$ cat config.mk
export PLATFORM = sky130hd
export DESIGN_NAME = bmp_rgb24_stream_parser
export DESIGN_NICKNAME = d
export VERILOG_FILES = /design/src/hw/rtl/bmpp_pkg.sv /design/src/hw/rtl/bmp_rgb24_stream_parser.sv /design/src/hw/rtl/bmpp_hdr.sv /design/src/hw/rtl/bmpp_out_buf.sv
export SDC_FILE = /design/constraint.sdc
export NUM_CORES = 2
export LEC_CHECK = 0
export BUFFER_PORTS_ARGS = -buffer_cell sky130_fd_sc_hd__buf_2
export CAP_MARGIN = 5
export CORE_MARGIN = 1.5
export CORE_UTILIZATION = 40
export CTS_CLUSTER_SIZE = 24
export DETAILED_ROUTE_END_ITERATION = 8
export PLACE_DENSITY = 0.6
export SYNTH_ARGS = -nofsm -noshare
export SYNTH_HDL_FRONTEND = slang
export SYNTH_SLANG_ARGS = --single-unit
export TNS_END_PERCENT = 30
$ cat constraint.sdc
create_clock -name clk -period 16.1 [get_ports clk]
set_input_delay 1.61 -clock clk [delete_from_list [all_inputs] [get_ports clk]]
set_output_delay 1.61 -clock clk [all_outputs]
set_load 0.02 [all_outputs]
$ cat src/hw/rtl/bmpp_pkg.sv
// bmpp_pkg: shared types and constants for the 24-bit bmp stream parser
// used by bmpp_hdr, bmpp_out_buf and bmp_rgb24_stream_parser; no dependencies

package bmpp_pkg;

    localparam int DIM_BITS       = 16;
    localparam int HDR_BYTES      = 54;
    localparam int FILE_HDR_BYTES = 14;
    localparam int INFO_HDR_BYTES = 40;
    localparam int OFS_SIZE       = 2;
    localparam int OFS_WIDTH      = 18;
    localparam int OFS_HEIGHT     = 22;
    localparam int CNT_BITS       = 6;
    localparam logic [31:0] DIM_MAX = 32'((64'd1 << DIM_BITS) - 64'd1);
    localparam logic [CNT_BITS-1:0] HDR_LAST = CNT_BITS'(FILE_HDR_BYTES + INFO_HDR_BYTES - 1);
    localparam logic [CNT_BITS-1:0] FILE_HDR_LEN = CNT_BITS'(FILE_HDR_BYTES);

    typedef enum logic [2:0] {
        PH_HEADER = 3'd0,
        PH_PIXEL  = 3'd1,
        PH_PAD    = 3'd2,
        PH_DONE   = 3'd3,
        PH_HOLD   = 3'd4
    } phase_t;

    typedef enum logic [1:0] {
        KIND_DIMS  = 2'd0,
        KIND_PIXEL = 2'd1,
        KIND_ERROR = 2'd2
    } kind_t;

    typedef enum logic [2:0] {
        ERR_NONE       = 3'd0,
        ERR_FILE_HDR   = 3'd1,
        ERR_INFO_HDR   = 3'd2,
        ERR_SIZE       = 3'd3,
        ERR_PIXEL      = 3'd4,
        ERR_PAD        = 3'd5,
        ERR_TOO_LARGE  = 3'd6
    } err_t;

    typedef struct packed {
        logic clear;
        logic capture;
    } hdr_ctl_t;

    typedef struct packed {
        logic [CNT_BITS-1:0] count;
        logic [31:0]         width;
        logic [31:0]         height;
        logic [1:0]          pad;
        logic                size_ok;
        logic                dims_ok;
    } hdr_info_t;

    typedef struct packed {
        kind_t       kind;
        logic [7:0]  blue;
        logic [7:0]  green;
        logic [7:0]  red;
        logic [15:0] column;
        logic [15:0] row;
        logic [15:0] width;
        logic [15:0] height;
        err_t        error_code;
        logic        last_pixel;
    } result_t;

endpackage

$ cat src/hw/rtl/bmp_rgb24_stream_parser.sv
// bmp_rgb24_stream_parser: top level of the 24-bit bmp byte stream parser
// depends on bmpp_pkg, bmpp_hdr and bmpp_out_buf
//
// Takes one file byte per transfer at a sustained rate of one transfer per clock.
// A result is registered in the output register, or in its skid stage while the
// output is held; the input only stalls when the output register and its skid
// stage both hold results the downstream side has not yet taken. The file size
// check multiplier is fed from registered header fields and has the whole info
// header to settle, so the 54th header byte is handled like any other byte.

module bmp_rgb24_stream_parser
(
    input  logic        clk,
    input  logic        rst_n,
    input  logic        in_valid,
    output logic        in_ready,
    input  logic        action,
    input  logic [7:0]  data_byte,
    output logic        out_valid,
    input  logic        out_ready,
    output logic [1:0]  kind,
    output logic [7:0]  blue,
    output logic [7:0]  green,
    output logic [7:0]  red,
    output logic [15:0] column,
    output logic [15:0] row,
    output logic [15:0] width,
    output logic [15:0] height,
    output logic [2:0]  error_code,
    output logic        last_pixel
);

    localparam int DB = bmpp_pkg::DIM_BITS;

    bmpp_pkg::phase_t    phase_reg;
    bmpp_pkg::phase_t    phase_next;
    logic [DB-1:0]       column_count_reg;
    logic [DB-1:0]       column_count_next;
    logic [DB-1:0]       row_count_reg;
    logic [DB-1:0]       row_count_next;
    logic [1:0]          channel_index_reg;
    logic [1:0]          channel_index_next;
    logic [1:0]          pad_count_reg;
    logic [1:0]          pad_count_next;
    logic [7:0]          blue_hold_reg;
    logic [7:0]          green_hold_reg;
    logic                blue_load;
    logic                green_load;

    logic                accept;
    logic                take_ok;
    bmpp_pkg::hdr_ctl_t  hdr_ctl;
    bmpp_pkg::hdr_info_t hdr;
    logic                res_valid;
    bmpp_pkg::result_t   res;
    bmpp_pkg::result_t   out_res;
    logic [DB:0]         col_inc;
    logic [31:0]         col_wide;
    logic [31:0]         row_wide;
    bmpp_pkg::err_t      eof_err;

    assign in_ready = take_ok;
    assign accept   = in_valid && take_ok;

    assign hdr_ctl.clear   = accept && action;
    assign hdr_ctl.capture = accept && !action && (phase_reg == bmpp_pkg::PH_HEADER);

    bmpp_hdr u_hdr
    (
        .clk       (clk),
        .rst_n     (rst_n),
        .ctl       (hdr_ctl),
        .data_byte (data_byte),
        .info      (hdr)
    );

    assign col_inc  = (DB+1)'(column_count_reg) + 1'b1;
    assign col_wide = 32'(column_count_reg);
    assign row_wide = 32'(row_count_reg);

    always_comb
    begin
        phase_next         = phase_reg;
        column_count_next  = column_count_reg;
        row_count_next     = row_count_reg;
        channel_index_next = channel_index_reg;
        pad_count_next     = pad_count_reg;
        blue_load          = 1'b0;
        green_load         = 1'b0;
        res_valid          = 1'b0;
        res                = '0;
        eof_err            = bmpp_pkg::ERR_NONE;

        if (accept && action)
        begin
            unique case (phase_reg)
                bmpp_pkg::PH_HEADER:
                    eof_err = (hdr.count < bmpp_pkg::FILE_HDR_LEN) ? bmpp_pkg::ERR_FILE_HDR
                                                                  : bmpp_pkg::ERR_INFO_HDR;
                bmpp_pkg::PH_PIXEL: eof_err = bmpp_pkg::ERR_PIXEL;
                bmpp_pkg::PH_PAD:   eof_err = bmpp_pkg::ERR_PAD;
                default:            eof_err = bmpp_pkg::ERR_NONE;
            endcase
            phase_next         = bmpp_pkg::PH_HEADER;
            column_count_next  = '0;
            row_count_next     = '0;
            channel_index_next = '0;
            pad_count_next     = '0;
            if (eof_err != bmpp_pkg::ERR_NONE)
            begin
                res_valid      = 1'b1;
                res.kind       = bmpp_pkg::KIND_ERROR;
                res.error_code = eof_err;
            end
        end
        else if (accept)
        begin
            unique case (phase_reg)
                bmpp_pkg::PH_HEADER:
                begin
                    if (hdr.count == bmpp_pkg::HDR_LAST)
                    begin
                        res_valid = 1'b1;
                        if (!hdr.size_ok)
                        begin
                            phase_next     = bmpp_pkg::PH_HOLD;
                            res.kind       = bmpp_pkg::KIND_ERROR;
                            res.error_code = bmpp_pkg::ERR_SIZE;
                        end
                        else if (!hdr.dims_ok)
                        begin
                            phase_next     = bmpp_pkg::PH_HOLD;
                            res.kind       = bmpp_pkg::KIND_ERROR;
                            res.error_code = bmpp_pkg::ERR_TOO_LARGE;
                        end
                        else
                        begin
                            column_count_next  = '0;
                            channel_index_next = '0;
                            pad_count_next     = '0;
                            if ((hdr.width == '0) || (hdr.height == '0))
                            begin
                                phase_next = bmpp_pkg::PH_DONE;
                            end
                            else
                            begin
                                phase_next     = bmpp_pkg::PH_PIXEL;
                                row_count_next = hdr.height[DB-1:0] - 1'b1;
                            end
                            res.kind   = bmpp_pkg::KIND_DIMS;
                            res.width  = hdr.width[15:0];
                            res.height = hdr.height[15:0];
                        end
                    end
                end
                bmpp_pkg::PH_PIXEL:
                begin
                    if (channel_index_reg == 2'd0)
                    begin
                        blue_load          = 1'b1;
                        channel_index_next = 2'd1;
                    end
                    else if (channel_index_reg == 2'd1)
                    begin
                        green_load         = 1'b1;
                        channel_index_next = 2'd2;
                    end
                    else
                    begin
                        channel_index_next = 2'd0;
                        res_valid          = 1'b1;
                        res.kind           = bmpp_pkg::KIND_PIXEL;
                        res.blue           = blue_hold_reg;
                        res.green          = green_hold_reg;
                        res.red            = data_byte;
                        res.column         = col_wide[15:0];
                        res.row            = row_wide[15:0];
                        res.last_pixel     = (row_count_reg == '0)
                                             && (33'(col_inc) == 33'(hdr.width));
                        column_count_next  = col_inc[DB-1:0];
                        if (33'(col_inc) >= 33'(hdr.width))
                        begin
                            if (hdr.pad != 2'd0)
                            begin
                                phase_next     = bmpp_pkg::PH_PAD;
                                pad_count_next = '0;
                            end
                            else
                            begin
                                column_count_next = '0;
                                pad_count_next    = '0;
                                if (row_count_reg == '0)
                                begin
                                    phase_next = bmpp_pkg::PH_DONE;
                                end
                                else
                                begin
                                    row_count_next = row_count_reg - 1'b1;
                                end
                            end
                        end
                    end
                end
                bmpp_pkg::PH_PAD:
                begin
                    pad_count_next = pad_count_reg + 1'b1;
                    if ((pad_count_reg + 1'b1) >= hdr.pad)
                    begin
                        column_count_next = '0;
                        pad_count_next    = '0;
                        if (row_count_reg == '0)
                        begin
                            phase_next = bmpp_pkg::PH_DONE;
                        end
                        else
                        begin
                            row_count_next = row_count_reg - 1'b1;
                            phase_next     = bmpp_pkg::PH_PIXEL;
                        end
                    end
                end
                default:
                begin
                    phase_next = phase_reg;
                end
            endcase
        end
    end

    always_ff @(posedge clk or negedge rst_n)
    begin
        if (!rst_n)
        begin
            phase_reg         <= bmpp_pkg::PH_HEADER;
            column_count_reg  <= '0;
            row_count_reg     <= '0;
            channel_index_reg <= '0;
            pad_count_reg     <= '0;
        end
        else
        begin
            phase_reg         <= phase_next;
            column_count_reg  <= column_count_next;
            row_count_reg     <= row_count_next;
            channel_index_reg <= channel_index_next;
            pad_count_reg     <= pad_count_next;
        end
    end

    always_ff @(posedge clk)
    begin
        if (blue_load)
        begin
            blue_hold_reg <= data_byte;
        end
        if (green_load)
        begin
            green_hold_reg <= data_byte;
        end
    end

    bmpp_out_buf u_out_buf
    (
        .clk       (clk),
        .rst_n     (rst_n),
        .res_valid (res_valid),
        .res       (res),
        .take_ok   (take_ok),
        .out_valid (out_valid),
        .out_ready (out_ready),
        .out_res   (out_res)
    );

    assign kind       = out_res.kind;
    assign blue       = out_res.blue;
    assign green      = out_res.green;
    assign red        = out_res.red;
    assign column     = out_res.column;
    assign row        = out_res.row;
    assign width      = out_res.width;
    assign height     = out_res.height;
    assign error_code = out_res.error_code;
    assign last_pixel = out_res.last_pixel;

endmodule

$ cat src/hw/rtl/bmpp_hdr.sv
// bmpp_hdr: header byte counter, field capture and file size check
// depends on bmpp_pkg

module bmpp_hdr
(
    input  logic               clk,
    input  logic               rst_n,
    input  bmpp_pkg::hdr_ctl_t ctl,
    input  logic [7:0]         data_byte,
    output bmpp_pkg::hdr_info_t info
);

    logic [bmpp_pkg::CNT_BITS-1:0] count_reg;
    logic [bmpp_pkg::CNT_BITS-1:0] count_next;
    logic [31:0] filesize_reg;
    logic [31:0] width_reg;
    logic [31:0] height_reg;
    logic [31:0] stride_reg;
    logic [31:0] product_reg;
    logic [31:0] expect_size;

    always_comb
    begin
        count_next = count_reg;
        if (ctl.clear)
        begin
            count_next = '0;
        end
        else if (ctl.capture)
        begin
            count_next = count_reg + 1'b1;
        end
    end

    always_ff @(posedge clk or negedge rst_n)
    begin
        if (!rst_n)
        begin
            count_reg <= '0;
        end
        else
        begin
            count_reg <= count_next;
        end
    end

    // little-endian field lanes
    always_ff @(posedge clk)
    begin
        if (ctl.capture)
        begin
            for (int k = 0; k < 4; k++)
            begin
                if (count_reg == bmpp_pkg::CNT_BITS'(bmpp_pkg::OFS_SIZE + k))
                begin
                    filesize_reg[8*k +: 8] <= data_byte;
                end
                if (count_reg == bmpp_pkg::CNT_BITS'(bmpp_pkg::OFS_WIDTH + k))
                begin
                    width_reg[8*k +: 8] <= data_byte;
                end
                if (count_reg == bmpp_pkg::CNT_BITS'(bmpp_pkg::OFS_HEIGHT + k))
                begin
                    height_reg[8*k +: 8] <= data_byte;
                end
            end
        end
    end

    // row stride 3w+pad, where pad equals w mod 4; settles long before the last header byte
    always_ff @(posedge clk)
    begin
        stride_reg  <= (width_reg + width_reg + width_reg) + {30'd0, width_reg[1:0]};
        product_reg <= height_reg * stride_reg;
    end

    assign expect_size  = 32'(bmpp_pkg::HDR_BYTES) + product_reg;

    assign info.count   = count_reg;
    assign info.width   = width_reg;
    assign info.height  = height_reg;
    assign info.pad     = width_reg[1:0];
    assign info.size_ok = (expect_size == filesize_reg);
    assign info.dims_ok = (width_reg <= bmpp_pkg::DIM_MAX) && (height_reg <= bmpp_pkg::DIM_MAX);

endmodule

$ cat src/hw/rtl/bmpp_out_buf.sv
// bmpp_out_buf: result register with a skid stage on the output channel
// depends on bmpp_pkg

module bmpp_out_buf
(
    input  logic               clk,
    input  logic               rst_n,
    input  logic               res_valid,
    input  bmpp_pkg::result_t  res,
    output logic               take_ok,
    output logic               out_valid,
    input  logic               out_ready,
    output bmpp_pkg::result_t  out_res
);

    logic              main_valid_reg;
    logic              main_valid_next;
    logic              skid_valid_reg;
    logic              skid_valid_next;
    logic              main_load;
    logic              skid_load;
    bmpp_pkg::result_t main_reg;
    bmpp_pkg::result_t skid_reg;

    assign take_ok   = !skid_valid_reg;
    assign out_valid = main_valid_reg;
    assign out_res   = main_reg;

    always_comb
    begin
        main_load       = 1'b0;
        skid_load       = 1'b0;
        main_valid_next = main_valid_reg;
        skid_valid_next = skid_valid_reg;
        if (!main_valid_reg || out_ready)
        begin
            main_load       = 1'b1;
            main_valid_next = skid_valid_reg || res_valid;
            skid_valid_next = 1'b0;
        end
        else if (res_valid)
        begin
            skid_load       = 1'b1;
            skid_valid_next = 1'b1;
        end
    end

    always_ff @(posedge clk or negedge rst_n)
    begin
        if (!rst_n)
        begin
            main_valid_reg <= 1'b0;
            skid_valid_reg <= 1'b0;
        end
        else
        begin
            main_valid_reg <= main_valid_next;
            skid_valid_reg <= skid_valid_next;
        end
    end

    always_ff @(posedge clk)
    begin
        if (main_load)
        begin
            main_reg <= skid_valid_reg ? skid_reg : res;
        end
        if (skid_load)
        begin
            skid_reg <= res;
        end
    end

endmodule
---- Yosys cells after proc, flatten, opt, wreduce, memory -nomap -nowiden ----
Index checks and enable logic that the tools add are counted.
word-level totals
  latch bits .............................. 0
  memory bits (read-only) ................. 0
  memories ................................ 0
  memory bits (writable) .................. 0
  input port bits ......................... 13
  output and inout port bits .............. 96
  register bits after elaboration ......... 411
operators by class
  add/subtract/negate cells ............... 9
  multipliers ............................. 1
  multiplexer cells ....................... 103
  bitwise operators ....................... 0
  $lt $le $gt $ge ......................... 5
  shift-type cells ........................ 0
  reductions and logical operators ........ 41
  eq/ne operators ......................... 28
  div/mod/pow operators ................... 0
operators by type and width
  cell                                                    number
  2-to-1 mux 16 bit                                       22
  2-to-1 mux 94 bit                                       2
  2-to-1 mux 57 bit                                       2
  case mux 16 bit (3 select lines)                        2
  2-to-1 mux 88 bit                                       1
  2-to-1 mux 35 bit                                       2
  adder 32 bit                                            2
  <= comparator 32 x 16 -> 1 bit (second input constant)  2
  zero test 32 bit                                        2
  2-to-1 mux 32 bit                                       2
  2-to-1 mux 56 bit                                       1
  == test 6 x 5 -> 1 bit (second input constant)          8
  2-to-1 mux 3 bit                                        16
  2-to-1 mux 2 bit                                        21
  adder 32 x 2 -> 32 bit                                  1
  adder 6 x 32 -> 32 bit (first input constant)           1
  == test 17 x 32 -> 1 bit                                1
  == test 32 bit                                          1
  greater-or-equal comparator 17 x 32 -> 1 bit            1
  multiplier 32 x 32 -> 32 bit                            1
  subtractor 16 x 1 -> 16 bit (second input constant)     2
  2-to-1 mux 1 bit                                        24
  != test 3 bit (second input constant)                   8
  AND reduction 2 bit                                     12
  other kinds (30)                                        50

---- Logic depth before layout (Yosys ltp) ----
  depth in word-level cells ............... 9
  gate-level depth with buffers ........... 28

---- Hierarchy ----
A second synthesis with hierarchy kept.
unflattened totals
  cell total of the unflattened synthesis .. 3241
  area total of the unflattened synthesis .. 34214.1 sq um
by module, submodules not included
  module                   sequential area each (sq um)  instances  area each (sq um)  cells each
  bmpp_hdr                 4234.1                        1          22451.5            2347
  bmpp_out_buf             5695.5                        1          7018.0             302
  bmp_rgb24_stream_parser  1456.4                        1          4744.6             592

---- Worst setup path before layout ----
Ideal clock, no wire load.
  path kind ............................... input to register
  start point ............................. input port out_ready
  end point ............................... register u_out_buf.skid_reg[0] (netlist name) (enable)
  arrival ................................. 13.028 ns
  setup slack ............................. 2.295 ns
  stages .................................. 2
  library setup time ...................... 0.777 ns
  cells stage by stage .................... nand2b_1 nor4_1
on the way
  word-level cells in the longest chain between the ends .. 2
ends and longest elaborated chain
  element                        RTL line                       text
  start, declared                bmp_rgb24_stream_parser.sv:20  input logic out_ready,
  logical OR 1 bit               bmpp_out_buf.sv:35             if (!main_valid_reg || out_ready)
  2-to-1 mux 1 bit               bmpp_out_buf.sv:35
  named net u_out_buf.skid_load  bmpp_out_buf.sv:21             logic skid_load;
  end signal, assigned           bmpp_out_buf.sv:70             skid_reg <= res;
  end, declared                  bmpp_out_buf.sv:23             bmpp_pkg::result_t skid_reg;
The timed path passes the listed nets, and every way through them passes these cells.
A chain may end at the register's enable or synchronous reset.

---- Worst setup path after layout ----
  start point ............................. register u_hdr.height_reg[7]
  end point ............................... register u_hdr.product_reg[31]
on the way
  word-level cells in the longest chain between the ends .. 1
ends and longest elaborated chain
  element                          RTL line        text
  start, declared                  bmpp_hdr.sv:17  logic [31:0] height_reg;
  start signal, assigned by index  bmpp_hdr.sv:64  height_reg[8*k +: 8] <= data_byte;
  multiplier 32 x 32 -> 32 bit     bmpp_hdr.sv:74  product_reg <= height_reg * stride_reg;
  end signal, assigned             bmpp_hdr.sv:74
  end, declared                    bmpp_hdr.sv:19  logic [31:0] product_reg;
Every way passes these cells.

==> summary by stage <==
Logic synthesis
The most frequently used flop master after synthesis is sky130_fd_sc_hd__edfxtp_1. The most numerous cell in the Yosys netlist is sky130_fd_sc_hd__inv_1. The number of nets produced by synthesis is 3863.

The total standard cell area after synthesis is 33700 um^2. The proportion of synthesized chip area in sequential cells is 33.8%. The post-synthesis register bit count is 407.

Yosys mapped the design onto 79 distinct sky130hd cell types. By area the synthesized netlist is led by sky130_fd_sc_hd__edfxtp_1, sky130_fd_sc_hd__fa_1, sky130_fd_sc_hd__ha_1. The synthesized design spends more area on one cell type than any other, namely sky130_fd_sc_hd__edfxtp_1.

The post-synthesis average cell area is 10.4 um^2. The fraction of registers with async set or reset after synthesis is 11.5%. Ranked by instance count, the synthesized netlist is headed by sky130_fd_sc_hd__inv_1, sky130_fd_sc_hd__fa_1, sky130_fd_sc_hd__nand2_1, sky130_fd_sc_hd__and2_1, sky130_fd_sc_hd__edfxtp_1. The post-synthesis instance total is 3233.

Of the post-synthesis cell area, the dominant cell type holds 26.7%. The count of yosys warnings during synthesis is 0. The count of flip-flops with a built-in enable after synthesis is 300.

Layout
Measured on the finished design, the core utilization comes to 44.1%. The ratio of cells with drive above 1 in the final layout is 7.97%. The number of inserted filler cells in the final layout is 7936. The number of nets in the layout is 3920. Relative to the synthesized area, the layout overhead comes to 9.35%.

Die
Pin placement for this block handled 109 I/O pins. The total number of placement rows is 106. The effective utilization at floorplan is 40.4%.

In this run the standard cell core region covers 83600 um^2. The die area is 86100 um^2. The y dimension of the die is 293 um. The chip width is 293 um.

STA
The total negative slack is 0 ps. Setup repair after global routing left no endpoint under its margin. The smallest clock period supported by the final layout is computed as 7740 ps. The fraction of the cycle the final worst path needs is 48.1%. The final setup violation count is 0. At the pin with the least slew margin, the transition time is 1110 ps. The tightest hold path in the finished design has a slack of 515 ps. The final number of hold-violating endpoints is 0. Derived from the worst setup path, the maximum achievable clock frequency is 0.129 GHz. The final worst clock skew is 19.8 ps. The worst pin sits at a relative slew slack of 25.9%. The number of max-slew violations in the final report is 0.

Clock tree
The number of hold-repair buffers added at the cts stage is 0. The buffers inserted during post-CTS setup optimization is 0. The root buffer cell chosen for the clock tree is sky130_fd_sc_hd__clkbuf_16. Once the clock tree was built, the resizer swapped 0 gates to a different size.

The longest clock path from root to sink contains 3 buffers. The number of buffers added by the clock tree synthesis step is 42. The number of clock sinks seen by CTS is 407. TritonCTS built the clock tree.

The clock insertion delay at the later pin of the skew report is 580 ps. The maximum level of the CTS H-tree is 2. Clock-pin slew was measured on the worst setup and hold paths at 70 ps.

GRT
The number of antenna violations at the first check in global routing came to 12. The via count of the first global-routing pass is 23858. The combined global-route utilization of all metal layers is 21.2%.

The global route total overflow is 0. The maximum number of pins on one net before global-route repair is 55. The first global-routing pass estimated 140000 um of wire.

Worst setup path
The nature of the critical path endpoint is a flop. The slowest cell on the critical path is sky130_fd_sc_hd__edfxtp_1. The arrival time at the worst endpoint is 8170 ps. The critical path is of the flop to flop type. The most frequent cell on the critical path is sky130_fd_sc_hd__fa_1. In this run the worst path has a maximum fanout of 18. In this design, the largest share of critical-path delay is due to adder cells. The critical path contains buffers and inverters numbering 6 combined. STA classifies the critical path startpoint as a flop.

The biggest cell delay along the critical path is 720 ps. The data required time of the critical path is 16540 ps.

Power
The analysis attributes to cell leakage a power of 17.5 nW. The total power is 2.36 mW. IR analysis of the VDD net gives a maximum drop of 0.0000700 V. The power per unit of standard cell area is 64.0 nW/um^2.

Routing
The count of antenna-violating nets left after detailed routing is 0. The final layout contains routed wiring with a total length of 90200 um. In this run, the number of DRC markers left after iteration 0 of detailed routing was 1843. The first detailed-routing pass ran for 5 iterations.

The post-detailed-route via-to-cell ratio is 5.24. The average wire length per cell after detail routing is 20.5 um. After detailed routing, the number of remaining DRC violations is 0. The detailed router placed 23104 vias in this run.

Run
The number of max-capacitance violations reported is 0.

Worst hold path
The path class of the tightest hold or removal check is flop to flop.

Place
Once detailed placement completed, the half-perimeter wirelength came to 67200 um. The placer congestion estimate is 0.893. Buffers placed on the I/O ports in this run total 108.

Outcome
The run finished with clean final reports.
placed cells by master, fill, tap and decap left out, drive strengths merged, types with 14 or more instances in the layout:
cell	count
inv	547
fa	355
nand2	332
and2	323
edfxtp	300
ha	262
buf	146
xnor2	112
nor2	98
a21o	77
dfxtp	60
o21ai	60
clkbuf	56
a21oi	51
nor3	50
xor2	49
dfrtp	47
a22o	37
nand3	34
nand4	31
nor4	26
mux2	24
and3	20
nor2b	14
final cells by class:
type | instances | area (um^2) | area share, %
Antenna cell | 4 | 10.0 | 0.0271
Sequential cell | 407 | 11400 | 30.9
Clock buffer | 56 | 1190 | 3.22
Tap cell | 1080 | 1350 | 3.66
Timing Repair Buffer | 146 | 826 | 2.24
Inverter | 543 | 2040 | 5.53
Multi-Input combinational cell | 2150 | 19800 | 53.8
Clock inverter | 22 | 245 | 0.665
power breakdown:
group	switching, mW	internal [mW]	total, mW
sequential	0.0308	1.17	1.20
clock	0.434	0.576	1.01
combinational	0.109	0.0405	0.150
total	0.574	1.78	2.36
logic make-up (layout without fill, tap and decap cells):
| group | count (synthesis) | after routing | share of synthesized area (%) |
|---|---|---|---|
| compound gates | 345 | 345 | 7.26 |
| xor+xnor | 162 | 162 | 4.25 |
| fa+ha+maj | 617 | 617 | 30.8 |
| buf+inv | 676 | 767 | 7.53 |
| flops | 407 | 407 | 33.8 |
| mux | 37 | 37 | 1.19 |
| other cells | 0 | 4 | 0 |
| simple gates | 989 | 989 | 15.2 |
metal layers:
metal / track usage [%] / wire [um] / share of wire, % / vias up
li1: - / - / - / 10627
met1: 29.4 / 40000 / 44 / 11641
met2: 33.8 / 41300 / 46 / 683
met3: 4.16 / 6410 / 7.1 / 151
met4: 6.00 / 2410 / 2.7 / 2
met5: 0 / 13 / 0.014 / -
final timing paths:
kind,from,end,slack [ps],depth (start not counted)
min in group asynchronous,rst_n,u_out_buf.out_valid,1150,2
worst max-delay path,u_hdr.height_reg[7],u_hdr.product_reg[31],8360,25
worst min register to register,u_out_buf.skid_reg[48],u_out_buf.out_res[48],520,1
max in group asynchronous,rst_n,u_out_buf.skid_valid_reg,14440,2
worst min-delay path,u_out_buf.skid_reg[48],u_out_buf.out_res[48],520,1
worst max register to register,u_hdr.height_reg[7],u_hdr.product_reg[31],8360,25
stage by stage:
stage	setup WS, ps	area (um^2)	cells
2_1_floorplan	2300	33700	3233
3_3_place_gp	8400	35400	4326
3_5_place_dp	8300	35400	4326
4_1_cts	8300	36900	4404
5_1_grt	7710	36900	4404
6_report	8360	36900	4408
Note: power is estimated with default switching activity, not from simulation.
